$ cat src/rtl/core/nft_pkg.sv
`default_nettype none

package nft_pkg;

  localparam int MAX_POINTS = 256;
  localparam int PT_ADDR_W  = (MAX_POINTS > 1) ? $clog2(MAX_POINTS) : 1;
  localparam int PT_CNT_W   = $clog2(MAX_POINTS + 1);

  localparam int COORD_W    = 16;
  localparam int PT_W       = 2 * COORD_W;
  localparam int DIM_W      = 12;
  localparam int HGT_W      = 16;
  localparam int SQ_W       = 2 * COORD_W;
  localparam int DIST_W     = SQ_W + 1;
  localparam int DIV_W      = COORD_W + HGT_W;
  localparam int DIV_CNT_W  = $clog2(DIV_W + 1);
  localparam int PROJ_W     = 20;
  localparam int PJ_SUM_W   = DIV_W + 2;
  localparam int MODE_W     = 2;
  localparam int CFG_IDX_W  = 3;
  localparam int CFG_DATA_W = DIST_W;

  localparam logic [DIST_W-1:0] DIST_NONE = '1;

  localparam logic signed [PJ_SUM_W-1:0] PJ_SAT_MAX = PJ_SUM_W'(2 ** (PROJ_W - 1) - 1);
  localparam logic signed [PJ_SUM_W-1:0] PJ_SAT_MIN = -PJ_SUM_W'(2 ** (PROJ_W - 1));

  localparam logic [DIM_W-1:0]   IMG_W_RST  = DIM_W'(320);
  localparam logic [DIM_W-1:0]   IMG_H_RST  = DIM_W'(240);
  localparam logic [COORD_W-1:0] PCX_RST    = COORD_W'(2560);
  localparam logic [COORD_W-1:0] PCY_RST    = COORD_W'(1920);
  localparam logic [DIST_W-1:0]  RADIUS_RST = DIST_W'(25600);

  localparam logic [CFG_IDX_W-1:0] CFG_IMG_W  = 3'd0;
  localparam logic [CFG_IDX_W-1:0] CFG_IMG_H  = 3'd1;
  localparam logic [CFG_IDX_W-1:0] CFG_PCX    = 3'd2;
  localparam logic [CFG_IDX_W-1:0] CFG_PCY    = 3'd3;
  localparam logic [CFG_IDX_W-1:0] CFG_RADIUS = 3'd4;

  typedef enum logic [MODE_W-1:0] {
    MODE_PAIR   = 2'd0,
    MODE_START  = 2'd1,
    MODE_STOP   = 2'd2,
    MODE_HEIGHT = 2'd3
  } mode_t;

  typedef enum logic [4:0] {
    ST_IDLE,
    ST_EXEC,
    ST_PR_MUL,
    ST_PR_ACC,
    ST_CLOSE,
    ST_PK_INIT,
    ST_PK_RD,
    ST_PK_DAT,
    ST_PK_MUL,
    ST_PK_CMP,
    ST_PK_END,
    ST_PREP,
    ST_PJ_MUL,
    ST_PJ_GO,
    ST_PJ_WAIT,
    ST_PJ_SAT,
    ST_OUT
  } state_t;

  typedef struct packed {
    logic in_ready;
    logic ram_we;
    logic div_start;
    logic out_load;
  } ctl_t;

  function automatic logic [COORD_W-1:0] abs_diff(input logic [COORD_W-1:0] a,
                                                  input logic [COORD_W-1:0] b);
    return (a >= b) ? (a - b) : (b - a);
  endfunction

endpackage

`default_nettype wire

$ cat src/rtl/core/nft_div.sv
`default_nettype none

module nft_div (
  input  logic                      clk,
  input  logic                      rst_n,
  input  logic                      start,
  input  logic [nft_pkg::DIV_W-1:0] dividend,
  input  logic [nft_pkg::HGT_W-1:0] divisor,
  output logic                      done,
  output logic [nft_pkg::DIV_W-1:0] quotient
);

  import nft_pkg::*;

  logic [DIV_W-1:0]     quo_r;
  logic [HGT_W:0]       rem_r;
  logic [HGT_W:0]       rem_sh;
  logic [HGT_W:0]       rem_nxt;
  logic [DIV_CNT_W-1:0] cnt_r;
  logic                 busy_r;
  logic                 done_r;
  logic                 fits;

  // Restoring division, one quotient bit per cycle.
  always_comb begin
    rem_sh  = {rem_r[HGT_W-1:0], quo_r[DIV_W-1]};
    fits    = (rem_sh >= {1'b0, divisor});
    rem_nxt = fits ? (rem_sh - {1'b0, divisor}) : rem_sh;
  end

  always_ff @(posedge clk) begin
    if (!rst_n) begin
      busy_r <= 1'b0;
      done_r <= 1'b0;
      cnt_r  <= '0;
    end else begin
      done_r <= 1'b0;
      if (start) begin
        quo_r  <= dividend;
        rem_r  <= '0;
        cnt_r  <= DIV_CNT_W'(DIV_W);
        busy_r <= 1'b1;
      end else if (busy_r) begin
        quo_r <= {quo_r[DIV_W-2:0], fits};
        rem_r <= rem_nxt;
        cnt_r <= cnt_r - 1'b1;
        if (cnt_r == DIV_CNT_W'(1)) begin
          busy_r <= 1'b0;
          done_r <= 1'b1;
        end
      end
    end
  end

  assign done     = done_r;
  assign quotient = quo_r;

endmodule

`default_nettype wire
$ cat config.mk
export PLATFORM = sky130hd
export DESIGN_NAME = nft_div
export DESIGN_NICKNAME = d
export VERILOG_FILES = /design/src/rtl/core/nft_pkg.sv /design/src/rtl/core/nft_div.sv
export SDC_FILE = /design/constraint.sdc
export NUM_CORES = 1
export LEC_CHECK = 0
export BUFFER_PORTS_ARGS = -buffer_cell sky130_fd_sc_hd__buf_2
export CORE_AREA = 2 2 82 84
export DETAILED_ROUTE_END_ITERATION = 10
export DIE_AREA = 0 0 84 86
export MAX_ROUTING_LAYER = met4
export PLACE_DENSITY = 0.86
export REMOVE_ABC_BUFFERS = 1
export SETUP_SLACK_MARGIN = 0.02
export SLEW_MARGIN = 5
export SYNTH_ARGS = -nofsm -noshare
export SYNTH_HDL_FRONTEND = slang
export SYNTH_SLANG_ARGS = --single-unit
$ cat constraint.sdc
create_clock -name clk -period 5.56 [get_ports clk]
set_clock_uncertainty 0.05 [all_clocks]
set_input_delay 0.556 -clock clk [delete_from_list [all_inputs] [get_ports clk]]
set_output_delay 0.556 -clock clk [all_outputs]
set_load 0.05 [all_outputs]
* Word level (Yosys, flattened, before mapping)
Index checks and enable logic that the tools add are counted.
** Storage, ports and cells
- Register bits :: 56
- Input bits :: 51
- Output and inout port bits :: 33
- Word-level logic and storage cells :: 26
** Cells by class
- Add/subtract/negate cells :: 2
- $lt $le $gt $ge :: 1
- Eq/ne operators :: 1
- Mux-type cells :: 10
- Bitwise logic cells :: 2
- Reductions and logical operators :: 4
** Operator list (count)
- $mux 32 :: 2
- $mux 16 :: 2
- $ge 17x16->1 :: 1
- $sub 16x16->16 :: 1
- $mux 6 :: 2
- $eq 6x1->1 const B :: 1
- $sub 6x1->6 const B :: 1
- $mux 1 :: 4
- $reduce_or 3->1 :: 1
- $not 1->1 :: 2
- $reduce_and 2->1 :: 1
- $reduce_bool 2->1 :: 1
- $reduce_or 2->1 :: 1

* Depth between registers and ports, before layout
Gate-level depths: netlist of run 1.
- Depth in word-level cells :: 4
- Gate-level depth with buffers :: 9
- Gate-level depth less buffers :: 9

* Worst setup path before layout of run 1
Ideal clock, no wire load.
- Path kind :: register to register
- Start point :: register quo_r[31], in the netlist quotient[31]
- End point :: register rem_r[15], data pin
- Library setup time :: 0.176 ns
- Arrival time :: 2.347 ns
- Data required time :: 5.334 ns
- Slack :: 2.987 ns
- Cell stages (with the launch flop) :: 10
- Path buffers :: 1
- Period minus slack after synthesis :: 2.573 ns
- Cells stage by stage :: edfxtp_1 -> inv_1 -> ha_1 -> and2b_1 -> o2111ai_2 -> a311oi_4 -> o21bai_1 -> clkbuf_1 -> a22o_1 -> o32ai_1
** On the way
- Longest elaborated chain between the ends :: 3
** RTL lines
- start, declared :: RTL line nft_div.sv:15 : logic [DIV_W-1:0] quo_r;
- start signal, assigned :: RTL line nft_div.sv:39 : quo_r <= dividend;
- start signal, assigned :: RTL line nft_div.sv:44 : quo_r <= {quo_r[DIV_W-2:0], fits};
- $sub 16x16->16 / $ge 17x16->1 (equally long branches) :: RTL line nft_div.sv:28, nft_div.sv:27
- $mux 16 * :: RTL line nft_div.sv:28 : rem_nxt = fits ? (rem_sh - {1'b0, divisor}) : rem_sh;
- $mux 16 * :: RTL line nft_div.sv:43 : end else if (busy_r) begin
- end signal, assigned :: RTL line nft_div.sv:45 : rem_r <= rem_nxt;
- end, declared :: RTL line nft_div.sv:16 : logic [HGT_W:0] rem_r;
Mark *: on every way between the ends. The rest lies on a longest branch, timed or not. The select of a mux whose other input is x is not followed.
A chain may end at the register's enable or synchronous reset.

* Worst setup path in the final report of run 1
- Start point :: register rem_r[0]
- End point :: register quo_r[0], in the netlist quotient[0], data pin
** On the way
- Longest elaborated chain between the ends :: 3
** RTL lines
- $ge 17x16->1 :: RTL line nft_div.sv:27 : fits = (rem_sh >= {1'b0, divisor});
- $mux 32 :: RTL line nft_div.sv:43
- $mux 32 :: RTL line nft_div.sv:38 : if (start) begin
Every way passes these cells. The select of a mux whose other input is x is not followed.

==> summary.txt, run 1 <==
GRT
  – Gr busiest metal: met2
  – Largest net degree at the start of global routing: 50
  – First-pass GRT wire length: between 10,000 and 15,000 um
  – GRT Overall Usage: 20.97%
  – Initial antenna violation count: 0
  – Met2 Use GR: approximately a third
  – Vias in the first global route: between 2,000 and 3,000
  – GR Layer Usage met1: roughly 28%
  – Grt ovf: 0
  – Met3 Use GR: under 10%

Clocking
  – CTS tree: built
  – Skew-Pair Late Insertion Delay: 0.31 ns
  – Postcts setup bufs: 0
  – CTS Buf Count: 5
  – Clock sinks: 56
  – Hold buffers post-CTS: 0
  – CTS resizes: 0
  – Clock slew at reported path FFs: 0.09 ns
  – CTS root buffer: clkbuf_8
  – Clk buf depth: 2
  – H-tree depth: 2

Power
  – Worst VDD drop: 246.9 uV
  – Leakage power: 1.669 nW
  – Pwr dens: 287.2 nW/um2
  – Final Power: ~1.1 mW

Timing
  – Fin Setup TNS: 0 ns
  – Fin. max-slew vios: 0
  – Finish-stage setup viols: 0
  – Final hold slack: 0.4475 ns
  – FMAX: around 320 MHz
  – Unrepaired setup endpoints after global routing: false
  – Period Utilization, post-route: 56.78%
  – Final Hold Vio Count: 0
  – Worst Setup Slack, final: 2.403 ns
  – Rel. slew slack: 22.09%
  – Worst Tran Pin Value: 1.169 ns
  – Fin crit period: ~3.2 ns

Final layout
  – # fillers: 466
  – Register area: 1602 um2
  – Antenna cells: 0
  – Synthesis-to-finish area growth: 18.03%
  – Fraction of layout cells with a size suffix above 1: 33.25%
  – Nets: 463
  – Multi-input logic area: 1630 um2

Worst hold path
  – Worst Hold Class: reg -> reg
  – Hold EP: cnt_r[0]$_SDFFE_PP0P_
  – Worst Hold Depth: 2
  – Hold Startpoint: cnt_r[0]$_SDFFE_PP0P_

Placement
  – Dpl ws: 2.197 ns
  – RD Place Congestion: 0.8689
  – IO Port Bufs: slightly above 80
  – Post-DP HPWL: 5360 um

Logic synthesis
  – Top-area cell type share of the netlist area: 42.65%
  – Synth warn: 0
  – EDFF count, synth: between 40 and 50
  – Most area-hungry cell type in the Yosys netlist: edfxtp_1
  – Top cells by area, synth: edfxtp_1, mux2_2, ha_1, dfxtp_1, a21oi_1
  – FF+latch count, synth: 56
  – Mapped Area: between 3000 and 4000 um2
  – Mapped Avg Cell Area: roughly 11 um2
  – Top_reg_cell synth: edfxtp_1
  – Synthesized instance count: a little over 300
  – Most frequent cell after synthesis: edfxtp_1
  – Sequential area share after synthesis: 47.39%
  – Top cells by count, synth: edfxtp_1, mux2_2, inv_1
  – Library cells used by synthesis: 50
  – Asr flop ratio synth: 0%

Detailed routing
  – # DRC: 0
  – ANT nets after route: 0
  – Via/cell ratio: 5.849
  – 1st-pass router iterations: 5
  – Vias post-DR: 2,755
  – Initial drt markers: around 170
  – Wirelength, routed: 7466 um
  – DR WL/cell: 15.85 um

Worst setup path
  – R2R depth: 7
  – Critical path arrival: around 3.2 ns
  – Crit Path Category: reg -> reg
  – R2r setup slk: around 2.4 ns
  – FF-to-FF Start: rem_r[0]$_SDFFCE_PP0P_
  – Startpoint types: flip-flop
  – Crit path max fanout: 11
  – Element type at the critical path end: flip-flop
  – Worst EP required: 5.57 ns
  – Reg2reg end: quotient[0]$_DFFE_PP_

Run status
  – Outcome: completed

Floorplan
  – Chip height: 86 um
  – # rows: 29
  – Chip Width: 84 um
  – Core area: 6277 um2
  – Io pins: 84
  – DIE AREA: 7224 um2
  – Initial Utilization: 53.84%

Flow run
  – Max Cap Viol: 0
flip-flops by register name, indices dropped and copies added (netlist names):
| name | flops |
|---|---|
| busy_r | 1 |
| done | 1 |
| quotient | 32 |
| rem_r | 16 |
| cnt_r | 6 |
layout by cell type (no fill, tap or decap), types with 2 or more instances in the layout:
cell type  netlist  routed
xnor2_1          5       5
mux2i_1          2       2
o22ai_1          3       3
a21o_1           3       3
edfxtp_1        48      48
and3_1           3       3
o21bai_1         2       2
nand3_1         15      15
inv_1           28      28
a21boi_0         2       2
o2111ai_1        2       2
buf_2            2      83
clkbuf_8         0       5
o211ai_1         7       7
dfxtp_1          8       8
bufinv_16        0       2
nor2b_1          2       2
ha_1            18      18
o21a_1           4       3
nor3_1           8       8
or3_1            4       4
o31ai_1          3       3
nand2_1         18      18
nor2_1          12      12
nand2b_1         3       3
xor2_1           5       5
a211oi_1         5       5
a21oi_1         24      24
o21ai_0         16      16
mux2_2          32      32
stage by stage:
step	area [um2]	utilization, %	instances
after floorplan	3336	-	302
after global placement	3856	61.43	463
after detailed placement	3856	61.43	463
after CTS	3989	63.54	471
after global routing	3989	63.54	471
final	3989	63.54	471
worst max-delay path, stage by stage, from the launching register on:
cell       delay (ns)
edfxtp_1         0.44
ha_1             0.30
and2b_1          0.18
o2111ai_2        0.27
a311oi_4         0.18
o21bai_1         0.73
nand2_1          0.38
mux2_2           0.37
final cells by class:
type                            instances  area share [%]
Clock buffer                            6           1.819
Clock inverter                          2           1.506
Inverter                               28           2.635
Multi-Input combinational cell        218           40.87
Sequential cell                        56           40.15
Tap cell                               77           2.415
Timing Repair Buffer                   84           10.60
report_power, final:
part / switching (mW) / total (mW) / internal, mW
sequential: 0.0188 / 0.517 / 0.498
clock: 0.133 / 0.313 / 0.180
combinational: 0.197 / 0.316 / 0.120
layer usage:
metal  up-vias  part of all wire, %  wire length [um]
met5         -                    0                 0
met4         0                  1.3                99
met3         9                  6.4               481
met2       122                   48              3598
li1       1329                    -                 -
met1      1295                   44              3287
worst max-delay path by stage:
stage / startpoint / to / slack (ns) / cells past startpoint
floorplan: quotient[31]$_DFFE_PP_ / quotient[0]$_DFFE_PP_ / 2.76 / 8
global placement: divisor[1] / quotient[0]$_DFFE_PP_ / 2.31 / 9
detailed placement: divisor[1] / quotient[0]$_DFFE_PP_ / 2.20 / 9
CTS: rem_r[0]$_SDFFCE_PP0P_ / quotient[0]$_DFFE_PP_ / 2.44 / 7
global route: rem_r[0]$_SDFFCE_PP0P_ / quotient[0]$_DFFE_PP_ / 2.20 / 7
finish: rem_r[0]$_SDFFCE_PP0P_ / quotient[0]$_DFFE_PP_ / 2.40 / 7
cells by family after synthesis:
group,Yosys count,share of synthesized area (%)
xor+xnor,10,2.592
buf+inv,37,4.406
simple gates,74,11.11
flops,56,47.39
compound gates,81,15.99
mux,34,11.26
fa+ha+maj,19,7.257
No activity file was read; power rests on OpenSTA's default activity.
==> run 2, diff against run 1 <==
- ABC_AREA: not set -> 1
- CORE_AREA: 2 2 82 84 -> 2 2 86 88
- DIE_AREA: 0 0 84 86 -> 0 0 88 90
- PLACE_DENSITY: 0.86 -> 0.85
- clock period: 5.56 -> 3.15 ns (I/O delays scaled with it)
==> run 2 against run 1 <==
Against the previous run: flip-flop and latch count did not move; power is 70% higher; combinational power rose by 100%; non-clock buffer count rose by 2; register-to-register slack got worse by 1.4 ns; worst setup slack worse by 1.4 ns; cell count rose by 45%; utilization down 1.7 points; die area grew 9.6%; hold slack got worse by 0.23 ns; sequential power is 77% higher; critical path type unchanged.
==> summary.txt, run 2 <==
Run status
  – Outcome: completed

Detailed routing
  – # DRC: 0 (unchanged)
  – ANT nets after route: 0 (unchanged)
  – Vias post-DR: 3,273 (+19%)
  – Wirelength, routed: 8348 um (+12%)
  – 1st-pass router iterations: 5 (unchanged)
  – Via/cell ratio: 4.806 (-18%)
  – DR WL/cell: 12.26 um (-23%)
  – Initial drt markers: 214 (+24%)

Logic synthesis
  – EDFF count, synth: 48 (unchanged)
  – FF+latch count, synth: 56 (unchanged)
  – Top cells by area, synth: edfxtp_1, nand2_1, inv_1, ha_1, dfxtp_1
  – Top-area cell type share of the netlist area: 38.71% (-3.9 points)
  – Synth warn: 0 (unchanged)
  – Library cells used by synthesis: 34 (-32%)
  – Mapped Avg Cell Area: 7.462 um2 (-31%)
  – Top cells by count, synth: nand2_1, inv_1, edfxtp_1
  – Top_reg_cell synth: edfxtp_1
  – Most area-hungry cell type in the Yosys netlist: edfxtp_1
  – Sequential area share after synthesis: 43.01% (-4.4 points)
  – Asr flop ratio synth: 0% (unchanged)
  – Synthesized instance count: 499 (+60%)
  – Mapped Area: 3724 um2 (+10%)
  – Most frequent cell after synthesis: nand2_1

Timing
  – Fin. max-slew vios: 0 (unchanged)
  – Finish-stage setup viols: 0 (unchanged)
  – Fin crit period: 2.192 ns (-0.9650 ns)
  – Unrepaired setup endpoints after global routing: false
  – FMAX: 456.2 MHz (+44%)
  – Final hold slack: 0.2200 ns (-0.2275 ns)
  – Final Hold Vio Count: 0 (unchanged)
  – Rel. slew slack: 56.68% (+35 points)
  – Period Utilization, post-route: 69.60% (+13 points)
  – Worst Tran Pin Value: 0.6483 ns (-0.5204 ns)
  – Fin Setup TNS: 0 ns (unchanged)
  – Worst Setup Slack, final: 0.9578 ns (-1.445 ns)

Final layout
  – Finished Core Util: 61.82% (-1.7 points)
  – # fillers: 622 (+33%)
  – Number of flip-flops under the largest register name: 32 (unchanged)
  – Synthesis-to-finish area growth: 16.57%
  – Most frequent cells in the layout: nand2_1, buf_2, inv_1
  – Most common cell after layout, fill and taps aside: nand2_1
  – Non-Filler Instances: 681 (+45%)
  – Nets: 651 (+41%)
  – Antenna cells: 0 (unchanged)
  – Fraction of layout cells with a size suffix above 1: 21.31% (-12 points)

Worst setup path
  – FF-to-FF Start: rem_r[7]$_SDFFCE_PP0P_
  – R2R depth: 13 (+6)
  – Worst EP required: 3.18 ns (-2.39 ns)
  – Crit Path Category: reg -> reg
  – Reg2reg end: rem_r[15]$_SDFFCE_PP0P_
  – Crit path max fanout: 17 (+6)
  – Startpoint types: flip-flop
  – Element type at the critical path end: flip-flop
  – Critical path arrival: 2.22 ns (-0.95 ns)
  – R2r setup slk: 0.96 ns (-1.45 ns)

GRT
  – Grt ovf: 0 (unchanged)
  – Largest net degree at the start of global routing: 50 (unchanged)
  – Vias in the first global route: 3,283 (+27%)
  – GRT Overall Usage: 23.28% (+2.3 points)
  – Initial antenna violation count: 0 (unchanged)
  – First-pass GRT wire length: 14,490 um (+21%)

Power
  – Worst VDD drop: 310.2 uV (+26%)
  – Net Sw Power: 0.7072 mW (+100%)
  – Pwr dens: 449.8 nW/um2 (+57%)
  – Clock share of power: 20.1% (-7.2 points)
  – Switching portion of total power: 36.22% (+5.9 points)
  – Share of total power in sequential cells: 46.8% (+1.7 points)
  – Leakage power: 2.320 nW (+39%)
  – Internal: 1.245 mW (+56%)
  – Comb pwr share: 33.1% (+5.5 points)

Clocking
  – CTS Buf Count: 5 (unchanged)
  – Hold buffers post-CTS: 0 (unchanged)
  – Clock slew at reported path FFs: 0.10 ns (about the same)
  – CTS resizes: 0 (unchanged)
  – CTS tree: built
  – Clock sinks: 56 (unchanged)
  – Clk buf depth: 2 (unchanged)
  – CTS root buffer: clkbuf_8
  – Postcts setup bufs: 0 (unchanged)
  – Skew-Pair Late Insertion Delay: 0.30 ns (about the same)
  – H-tree depth: 2 (unchanged)

Worst hold path
  – Hold EP: quotient[18]$_DFFE_PP_
  – Worst Hold Depth: 3 (+1)
  – Worst Hold Class: in -> reg
  – Hold Startpoint: dividend[18]

Floorplan
  – # rows: 31 (+6.9%)
  – Chip Width: 88 um (+4.8%)
  – Core area: 7020 um2 (+12%)
  – DIE AREA: 7920 um2 (+9.6%)
  – Chip height: 90 um (+4.7%)
  – Io pins: 84 (unchanged)
  – Initial Utilization: 53.04% (-0.80 points)

Flow run
  – Max Cap Viol: 0 (unchanged)

Placement
  – Cell total after placement: 673 (+45%)
  – IO Port Bufs: 83 (unchanged)
  – RD Place Congestion: 0.8931 (+2.8%)
  – Dpl ws: 0.9626 ns (-1.235 ns)
  – Post-DP HPWL: 6450 um (+20%)
## run 2: cell types whose count changed in the layout (fill, tap and decap cells not counted), sizes merged, moves of 6 or more
| cell | previous run | this run |
|---|---|---|
| nand2 | 18 | 218 |
| inv | 28 | 77 |
| nor2 | 12 | 50 |
| mux2 | 32 | 0 |
| o21ai | 17 | 1 |
| a21oi | 24 | 11 |
| nand3 | 16 | 23 |
| o211ai | 7 | 0 |
| nand3b | 0 | 6 |
## run 2: cell families after synthesis
logic type | Yosys count | synth area share (%)
AO/OA/AOI/OAI | 15 | 2.285
XOR/XNOR | 7 | 1.647
adder cells (fa/ha/maj) | 19 | 6.586
buffers and inverters | 88 | 9.274
flip-flops | 56 | 43.01
AND/OR/NAND/NOR | 314 | 37.20
## run 2: final cells by class
class,instances,area (um2),area share (%)
clock buffers,5,68.82,1.585
flip-flops and latches,56,1602,36.90
repair buffers,86,450.4,10.38
multi-input cells,355,1788,41.19
inverters,77,289.0,6.659
clock inverters,3,18.77,0.4324
well taps,99,123.9,2.854
## run 2: worst max-delay path: stages, from the launching register on
cell      delay, ns
edfxtp_1       0.44
ha_1           0.38
nand2_1        0.10
nand2_1        0.08
inv_1          0.06
nand2_1        0.09
inv_2          0.08
nand3_2        0.12
nand2_4        0.17
nand2_8        0.12
nand2_1        0.13
nand2_1        0.06
nand2_1        0.06
inv_1          0.04
## run 2: power groups by stage
stage	sequential [mW]	clock [mW]	combinational [mW]
2_1_floorplan	1.02	0	0.386
3_3_place_gp	0.929	0	0.628
3_5_place_dp	0.929	0	0.643
4_1_cts	0.914	0.404	0.646
5_1_grt	0.921	0.434	0.728
6_report	0.914	0.392	0.646
## run 2: routing by layer
metal / global-route usage (%) / wire length [um]
met5: - / 0
met4: 8.205 / 157
met3: 3.030 / 484
met2: 36.11 / 3961
met1: 31.32 / 3744
## run 2: worst max-delay path by stage
stage                                    endpoint                    start  depth (start not counted)
final                     rem_r[15]$_SDFFCE_PP0P_   rem_r[7]$_SDFFCE_PP0P_                         13
after global routing      rem_r[15]$_SDFFCE_PP0P_   rem_r[1]$_SDFFCE_PP0P_                         13
after CTS                 rem_r[15]$_SDFFCE_PP0P_  rem_r[13]$_SDFFCE_PP0P_                         11
after detailed placement  rem_r[15]$_SDFFCE_PP0P_              divisor[14]                         13
after global placement    rem_r[13]$_SDFFCE_PP0P_   rem_r[9]$_SDFFCE_PP0P_                         13
after floorplan             quotient[0]$_DFFE_PP_                    start                          2
## run 2: stage by stage
| stage | cell area (um2) | power [mW] |
|---|---|---|
| detailed placement | 4253 | 1.573 |
| global placement | 4253 | 1.557 |
| CTS | 4340 | 1.964 |
| floorplan | 3667 | 1.404 |
| finish | 4340 | 1.952 |
| global route | 4340 | 2.082 |
